### src/sv/tspl_pkg.sv
`default_nettype none

package tspl_pkg;

  localparam int NumSegments = 21;
  localparam int NumEdges    = NumSegments + 1;
  localparam int NumStages   = 6;

  localparam int CalWidth    = 13;
  localparam int SampleWidth = 12;
  localparam int TempWidth   = 23;
  localparam int SegWidth    = 5;

  // Millivolts carry 11 fraction bits: sample * calibration is Q.11.
  localparam int FracBits    = 11;
  localparam int MvWidth     = SampleWidth + CalWidth;
  localparam int EdgeWidth   = 11;
  localparam int SlopeWidth  = 19;
  localparam int IcptWidth   = 28;
  localparam int ProdWidth   = SlopeWidth + MvWidth + 1;
  localparam int NumWidth    = ProdWidth + 1;
  localparam int MagWidth    = 32;

  localparam logic [CalWidth-1:0] CalReset = CalWidth'(2048);

  // Division by 1000 of a 32-bit value: (x * DivMagic) >> DivShift is exact.
  localparam logic [28:0] DivMagic = 29'd274877907;
  localparam int          DivShift = 38;
  localparam int          QuoWidth = TempWidth;

  localparam logic [SegWidth-1:0] LastSeg = SegWidth'(NumSegments - 1);

  typedef logic [SegWidth-1:0] seg_idx_t;

  // Interval edges in whole millivolts, falling.
  function automatic logic [EdgeWidth-1:0] seg_edge_mv(input seg_idx_t idx);
    logic [EdgeWidth-1:0] mv;
    case (idx)
      5'd0:    mv = 11'd1375;
      5'd1:    mv = 11'd1350;
      5'd2:    mv = 11'd1301;
      5'd3:    mv = 11'd1250;
      5'd4:    mv = 11'd1200;
      5'd5:    mv = 11'd1149;
      5'd6:    mv = 11'd1098;
      5'd7:    mv = 11'd1047;
      5'd8:    mv = 11'd995;
      5'd9:    mv = 11'd943;
      5'd10:   mv = 11'd891;
      5'd11:   mv = 11'd839;
      5'd12:   mv = 11'd786;
      5'd13:   mv = 11'd734;
      5'd14:   mv = 11'd681;
      5'd15:   mv = 11'd627;
      5'd16:   mv = 11'd574;
      5'd17:   mv = 11'd521;
      5'd18:   mv = 11'd467;
      5'd19:   mv = 11'd413;
      5'd20:   mv = 11'd358;
      default: mv = 11'd303;
    endcase
    return mv;
  endfunction

  function automatic logic signed [SlopeWidth-1:0] seg_slope(input seg_idx_t idx);
    logic signed [SlopeWidth-1:0] s;
    case (idx)
      5'd0:    s = -19'sd201792;
      5'd1:    s = -19'sd200610;
      5'd2:    s = -19'sd199223;
      5'd3:    s = -19'sd197965;
      5'd4:    s = -19'sd196796;
      5'd5:    s = -19'sd195760;
      5'd6:    s = -19'sd194780;
      5'd7:    s = -19'sd193810;
      5'd8:    s = -19'sd192965;
      5'd9:    s = -19'sd192127;
      5'd10:   s = -19'sd191219;
      5'd11:   s = -19'sd190396;
      5'd12:   s = -19'sd189566;
      5'd13:   s = -19'sd188843;
      5'd14:   s = -19'sd188097;
      5'd15:   s = -19'sd187361;
      5'd16:   s = -19'sd186686;
      5'd17:   s = -19'sd185905;
      5'd18:   s = -19'sd185113;
      5'd19:   s = -19'sd183234;
      default: s = -19'sd180574;
    endcase
    return s;
  endfunction

  function automatic logic [IcptWidth-1:0] seg_intercept(input seg_idx_t idx);
    logic [IcptWidth-1:0] c;
    case (idx)
      5'd0:    c = 28'd222508064;
      5'd1:    c = 28'd220911776;
      5'd2:    c = 28'd219108080;
      5'd3:    c = 28'd217534944;
      5'd4:    c = 28'd216132576;
      5'd5:    c = 28'd214941760;
      5'd6:    c = 28'd213865792;
      5'd7:    c = 28'd212850352;
      5'd8:    c = 28'd212009344;
      5'd9:    c = 28'd211219040;
      5'd10:   c = 28'd210410352;
      5'd11:   c = 28'd209720128;
      5'd12:   c = 28'd209067344;
      5'd13:   c = 28'd208536848;
      5'd14:   c = 28'd208029120;
      5'd15:   c = 28'd207566944;
      5'd16:   c = 28'd207179360;
      5'd17:   c = 28'd206772880;
      5'd18:   c = 28'd206403440;
      5'd19:   c = 28'd205627856;
      default: c = 28'd204675072;
    endcase
    return c;
  endfunction

endpackage

`default_nettype wire

### src/sv/temp_sensor_piecewise_linearizer_top.sv
// A request accepted at a clock edge is loaded into the first of six stages (one
// multiply, compare, table multiply, add, divide-by-1000, negate) and passes through
// them in that order to the outputs.
// Throughput: one request per cycle while out_stall_i is low; each of the six stages
// holds a valid bit and only stalls when it is full and the stage after it is stalled.
// Reset clears all stage valid bits and sets the calibration register to 2048.
`default_nettype none

module temp_sensor_piecewise_linearizer_top (
  input  wire                              clk_i,
  input  wire                              rst_ni,
  input  wire                              cfg_we_i,
  input  wire [tspl_pkg::CalWidth-1:0]     cfg_data_i,
  input  wire                              in_valid_i,
  output logic                             in_stall_o,
  input  wire [tspl_pkg::SampleWidth-1:0]  adc_sample_i,
  output logic                             out_valid_o,
  input  wire                              out_stall_i,
  output logic signed [tspl_pkg::TempWidth-1:0] temp_millideg_o,
  output logic [tspl_pkg::SegWidth-1:0]    segment_index_o,
  output logic                             out_of_range_o
);
  import tspl_pkg::*;

  logic [CalWidth-1:0]  cal_q;
  logic [NumStages-1:0] v_q, v_d;
  logic [NumStages:0]   rdy;

  // Stage payloads.
  logic [MvWidth-1:0]   s1_mv_q, s2_mv_q;
  logic [MvWidth-1:0]   s1_mv_d;
  seg_idx_t             s2_seg_q, s3_seg_q, s4_seg_q, s5_seg_q;
  seg_idx_t             s2_seg_d;
  logic                 s2_oor_q, s3_oor_q, s4_oor_q, s5_oor_q;
  logic                 s2_oor_d;
  logic signed [ProdWidth-1:0] s3_prod_q, s3_prod_d;
  logic [IcptWidth-1:0] s3_icpt_q;
  logic [MagWidth-1:0]  s4_mag_q;
  logic                 s4_neg_q, s5_neg_q;
  logic signed [NumWidth-1:0] s4_num;
  logic [NumWidth-1:0]  s4_abs;
  logic [QuoWidth-1:0]  s5_quo_q;
  logic [MagWidth+29-1:0] s5_prod;
  logic signed [TempWidth-1:0] s6_temp_d;

  always_ff @(posedge clk_i or negedge rst_ni) begin
    if (!rst_ni) begin
      cal_q <= CalReset;
    end else if (cfg_we_i) begin
      cal_q <= cfg_data_i;
    end
  end

  // A stage can take a new request if it is empty or its content moves on.
  always_comb begin
    rdy[NumStages] = !out_stall_i;
    for (int k = NumStages - 1; k >= 0; k--) begin
      rdy[k] = !v_q[k] || rdy[k+1];
    end
  end

  always_comb begin
    v_d = v_q;
    if (rdy[0]) begin
      v_d[0] = in_valid_i;
    end
    for (int k = 1; k < NumStages; k++) begin
      if (rdy[k]) begin
        v_d[k] = v_q[k-1];
      end
    end
  end

  always_ff @(posedge clk_i or negedge rst_ni) begin
    if (!rst_ni) begin
      v_q <= '0;
    end else begin
      v_q <= v_d;
    end
  end

  assign in_stall_o = !rdy[0];

  // Stage 1: millivolts in Q.11.
  assign s1_mv_d = MvWidth'(adc_sample_i) * MvWidth'(cal_q);

  // Stage 2: the edges fall, so the passed compares form a prefix and their
  // count is the segment index.
  always_comb begin
    logic [MvWidth-1:0] edge_q11;
    s2_seg_d = '0;
    for (int k = 1; k < NumSegments; k++) begin
      edge_q11 = MvWidth'(seg_edge_mv(SegWidth'(k))) << FracBits;
      s2_seg_d = s2_seg_d + SegWidth'(s1_mv_q <= edge_q11);
    end
    s2_oor_d = (s1_mv_q > (MvWidth'(seg_edge_mv('0)) << FracBits)) ||
               (s1_mv_q <= (MvWidth'(seg_edge_mv(SegWidth'(NumSegments))) << FracBits));
  end

  // Stage 3: slope times voltage.
  always_comb begin
    logic signed [MvWidth:0] mv_s;
    mv_s      = $signed({1'b0, s2_mv_q});
    s3_prod_d = ProdWidth'(seg_slope(s2_seg_q)) * ProdWidth'(mv_s);
  end

  // Stage 4: add the scaled intercept, take the magnitude and drop 11 bits.
  assign s4_num = NumWidth'(s3_prod_q) +
                  $signed({{(NumWidth-IcptWidth-FracBits){1'b0}}, s3_icpt_q,
                           {FracBits{1'b0}}});
  assign s4_abs = s4_num[NumWidth-1] ? NumWidth'(-s4_num) : NumWidth'(s4_num);

  // Stage 5: divide the magnitude by 1000.
  assign s5_prod = (MagWidth+29)'(s4_mag_q) * (MagWidth+29)'(DivMagic);

  // Stage 6: restore the sign, which truncates toward zero.
  assign s6_temp_d = s5_neg_q ? TempWidth'(-$signed(s5_quo_q)) : $signed(s5_quo_q);

  always_ff @(posedge clk_i) begin
    if (rdy[0]) begin
      s1_mv_q <= s1_mv_d;
    end
    if (rdy[1]) begin
      s2_mv_q  <= s1_mv_q;
      s2_seg_q <= s2_seg_d;
      s2_oor_q <= s2_oor_d;
    end
    if (rdy[2]) begin
      s3_prod_q <= s3_prod_d;
      s3_icpt_q <= seg_intercept(s2_seg_q);
      s3_seg_q  <= s2_seg_q;
      s3_oor_q  <= s2_oor_q;
    end
    if (rdy[3]) begin
      s4_mag_q <= s4_abs[FracBits +: MagWidth];
      s4_neg_q <= s4_num[NumWidth-1];
      s4_seg_q <= s3_seg_q;
      s4_oor_q <= s3_oor_q;
    end
    if (rdy[4]) begin
      s5_quo_q <= s5_prod[DivShift +: QuoWidth];
      s5_neg_q <= s4_neg_q;
      s5_seg_q <= s4_seg_q;
      s5_oor_q <= s4_oor_q;
    end
    if (rdy[5]) begin
      temp_millideg_o <= s6_temp_d;
      segment_index_o <= s5_seg_q;
      out_of_range_o  <= s5_oor_q;
    end
  end

  assign out_valid_o = v_q[NumStages-1];

  a_seg_bound: assert property (@(posedge clk_i) disable iff (!rst_ni)
    out_valid_o |-> segment_index_o <= LastSeg)
    else $error("segment index beyond table");

  a_oor_end_seg: assert property (@(posedge clk_i) disable iff (!rst_ni)
    out_valid_o && out_of_range_o |-> segment_index_o == '0 || segment_index_o == LastSeg)
    else $error("extrapolation not on an end segment");

  a_full_stall: assert property (@(posedge clk_i) disable iff (!rst_ni)
    (&v_q) && out_stall_i |-> in_stall_o)
    else $error("full stalled pipeline takes a request");

  a_empty_accepts: assert property (@(posedge clk_i) disable iff (!rst_ni)
    !v_q[0] |-> !in_stall_o)
    else $error("empty first stage stalls input");

endmodule

`default_nettype wire
### config.mk
export PLATFORM = sky130hd
export DESIGN_NAME = temp_sensor_piecewise_linearizer_top
export DESIGN_NICKNAME = d
export VERILOG_FILES = /design/src/sv/tspl_pkg.sv /design/src/sv/temp_sensor_piecewise_linearizer_top.sv
export SDC_FILE = /design/constraint.sdc
export NUM_CORES = 2
export LEC_CHECK = 0
export BUFFER_PORTS_ARGS = -buffer_cell sky130_fd_sc_hd__clkbuf_2
export CORE_AREA = 2 2 389 275
export CTS_BUF_LIST = sky130_fd_sc_hd__clkbuf_16
export DETAILED_ROUTE_END_ITERATION = 7
export DIE_AREA = 0 0 391 277
export PLACE_DENSITY = 0.68
export SYNTH_ARGS = -nofsm -noshare
export SYNTH_HDL_FRONTEND = slang
export SYNTH_SLANG_ARGS = --single-unit
### constraint.sdc
create_clock -name clk_i -period 8.3 [get_ports clk_i]
set_input_delay 0 -clock clk_i [delete_from_list [all_inputs] [get_ports clk_i]]
set_output_delay 0 -clock clk_i [all_outputs]
set_load 0.05 [all_outputs]
==> results.json <==
{
  "outcome": "finished, final reports clean",
  "startpoint_type": "flip-flop",
  "firstDrtPassIters": 6,
  "synth.most_common_cell": "inv_1",
  "core_area_um2": 105000,
  "r2r_cells": 26,
  "hold_class": "input pin to flip-flop",
  "cap_violations": 0,
  "diodes": 0,
  "clk_latency_ns": 0.61,
  "grt_util_all_layers": 0.210,
  "worstSetupStartpoint": "s4_mag_q[9]",
  "numCtsBuffers": 29,
  "hold_path_depth": 3,
  "setup_viol": 0,
  "relSlewSlack": 0.257,
  "fp.dieW_um": 391,
  "drc": 0,
  "synthTopCellsByArea": "fa_1 (34%), ha_1 (18%), edfxtp_1 (15%)",
  "fin_worst_skew_ns": 0.0298,
  "grt-ovfl-total": 0,
  "clkSinkCount": 261,
  "initial_utilization": 0.444,
  "worst_pin_slew_ns": 1.11,
  "drive_gt1_frac": 0.0496,
  "grt_max_degree": 74,
  "gp_congestion": 0.943,
  "synth.top_cells.by_count": "inv_1 (1094), fa_1 (790), ha_1 (686), nand2_1 (418), and2_1 (282)",
  "wl_per_cell_um": 17.9,
  "root_buffer": "clkbuf_16",
  "antenna_found_initial": 0,
  "ys_seq_elements": 261,
  "grt_pass1_wl_um": 182000,
  "place_hpwl_um": 91800,
  "r2r_end": "s5_quo_q[21]",
  "die_h_um": 277,
  "synth_top_cell_by_area": "fa_1",
  "r2r_slack_ns": 0.44,
  "synth-edff-count": 226,
  "first_global_vias": 33000,
  "syn2layout_area_growth_pct": 7.22,
  "dr.first_iter.drc_count": 2275,
  "finalHoldViolations": 0,
  "num_rows": 100,
  "slew_viol_final": 0,
  "r2r-start": "s4_mag_q[9]",
  "numPortBuffers": 60,
  "die-area_um2": 108000,
  "cts_buffer_depth": 3,
  "vias_per_cell": 5.19,
  "cp-end-kind": "flip-flop",
  "synth_area_um2": 46700,
  "finalCritPeriodShare": 0.947,
  "wl_um": 110000,
  "htreeDepth": 1,
  "clkSlewWorstSetupHoldPaths_ns": 0.07,
  "synthArstFlopShare": 0.0728,
  "cts_tree": "built",
  "drtAntennaViolNets": 0,
  "synthDistinctLibCells": 85,
  "num_vias": 32100,
  "postSynthAreaPerCell_um2": 9.91,
  "holdCritStartpoint": "adc_sample_i[1]",
  "synth_top_area_frac": 0.339,
  "ios": 61,
  "yosysWarnings": 0,
  "crit_type": "flip-flop to flip-flop",
  "fmax_mhz": 127,
  "finalSetupTns_ns": 0,
  "post-route-min-period_ns": 7.86,
  "arrival_ns": 8.20,
  "synthCells": 4710,
  "ys.flop_type": "edfxtp_1",
  "rsz0062_at_grt": "false",
  "syn_nets": 6216,
  "hold_end": "s1_mv_q[1]",
  "final_nets": 6283,
  "critPathRequiredTime_ns": 8.64,
  "ys_seq_area_frac": 0.162,
  "crit_fanout": 9
}
## critical path, stage by stage, from the launching register on
cell and delay, ns:
edfxtp_1 0.60, ha_1 0.42, fa_1 0.46, fa_1 0.54, inv_1 0.05, fa_1 0.50
inv_1 0.05, fa_1 0.53, fa_1 0.46, fa_1 0.56, inv_1 0.05, fa_1 0.51
inv_1 0.05, ha_1 0.33, and4_1 0.21, a221o_1 0.14, a31oi_1 0.04, buf_4 0.16
o2111ai_1 0.32, o311ai_0 0.19, buf_4 0.19, a311oi_2 0.29, o21ai_0 0.12, buf_4 0.17
o311a_1 0.38, o21bai_1 0.20, xor2_1 0.09
## cells by family (layout without fill, tap and decap cells)
family          Yosys count  count (layout)  synth area share
fa+ha+maj              1476            1476             0.522
buf+inv                1228            1318            0.0991
simple gates           1074            1074             0.114
compound gates          514             514            0.0719
flops                   261             261             0.162
xor+xnor                134             134            0.0251
mux                      23              23           0.00536
## how the worst max path moves through the flow
| stage | endpoint | slack (ns) | cells past startpoint |
|---|---|---|---|
| after floorplan | s5_quo_q[21] | 1.03 | 25 |
| after global placement | s5_quo_q[21] | 0.29 | 26 |
| after detailed placement | s5_quo_q[21] | 0.16 | 25 |
| after CTS | s5_quo_q[21] | 0.12 | 26 |
| after global routing | s5_quo_q[21] | 0.03 | 25 |
| final | s5_quo_q[21] | 0.44 | 26 |
## stage by stage
stage	hold slack (ns)	worst slack [ns]	cell area, µm²	std cells	util
global placement	-0.000623	0.291	48800	6087	0.464
detailed placement	0.0108	0.156	48800	6087	0.464
floorplan	-0.296	1.03	46700	4710	-
CTS	0.100	0.125	50000	6173	0.476
finish	0.112	0.437	50100	6177	0.476
global route	0.136	0.0262	50100	6177	0.476
## flip-flops by register name (all words and copies together) (netlist names), 6 cells and up, named ones only
name,count
v_q,6
s3_prod_q,45
s1_mv_q,25
temp_millideg_o,23
cal_q,13
s3_icpt_q,21
s4_mag_q,32
s5_quo_q,23
s2_mv_q,25
## cell type report
cell class              instances  area [µm²]
repair buffers                168        1190
clock inverters                25         224
flip-flops and latches        261        7580
multi-input cells            3221       34500
fillers                      9667       55000
well taps                    1377        1720
clock buffers                  29         726
inverters                    1096        4110
## repair_timing
| item | 4_1_cts | 5_1_grt |
|---|---|---|
| resized for setup | 0 | 2 |
| buffers inserted | 0 | 4 |
| endpoints found under the setup margin | 0 | 5 |
| hold buffers | 32 | 0 |
| endpoints found under the hold margin | 58 | 0 |
## layout by cell type (no fill, tap or decap), types with 101 or more instances in the layout
| cell | Yosys | final |
|---|---|---|
| xnor2_1 | 101 | 101 |
| a21oi_1 | 132 | 132 |
| fa_1 | 790 | 790 |
| nand2_1 | 418 | 418 |
| ha_1 | 686 | 686 |
| edfxtp_1 | 226 | 226 |
| inv_1 | 1094 | 1096 |
| nor2_1 | 140 | 140 |
| o21ai_0 | 112 | 112 |
| and2_1 | 282 | 282 |
## per-layer routing
metal  share of wire  global-route usage
met3           0.073              0.0369
met5               0                   0
met4           0.011              0.0236
met2            0.42               0.311
met1            0.50               0.328
Power is not shown: default switching activity piles up to over one toggle a cycle in this logic, so the estimate is an artifact.
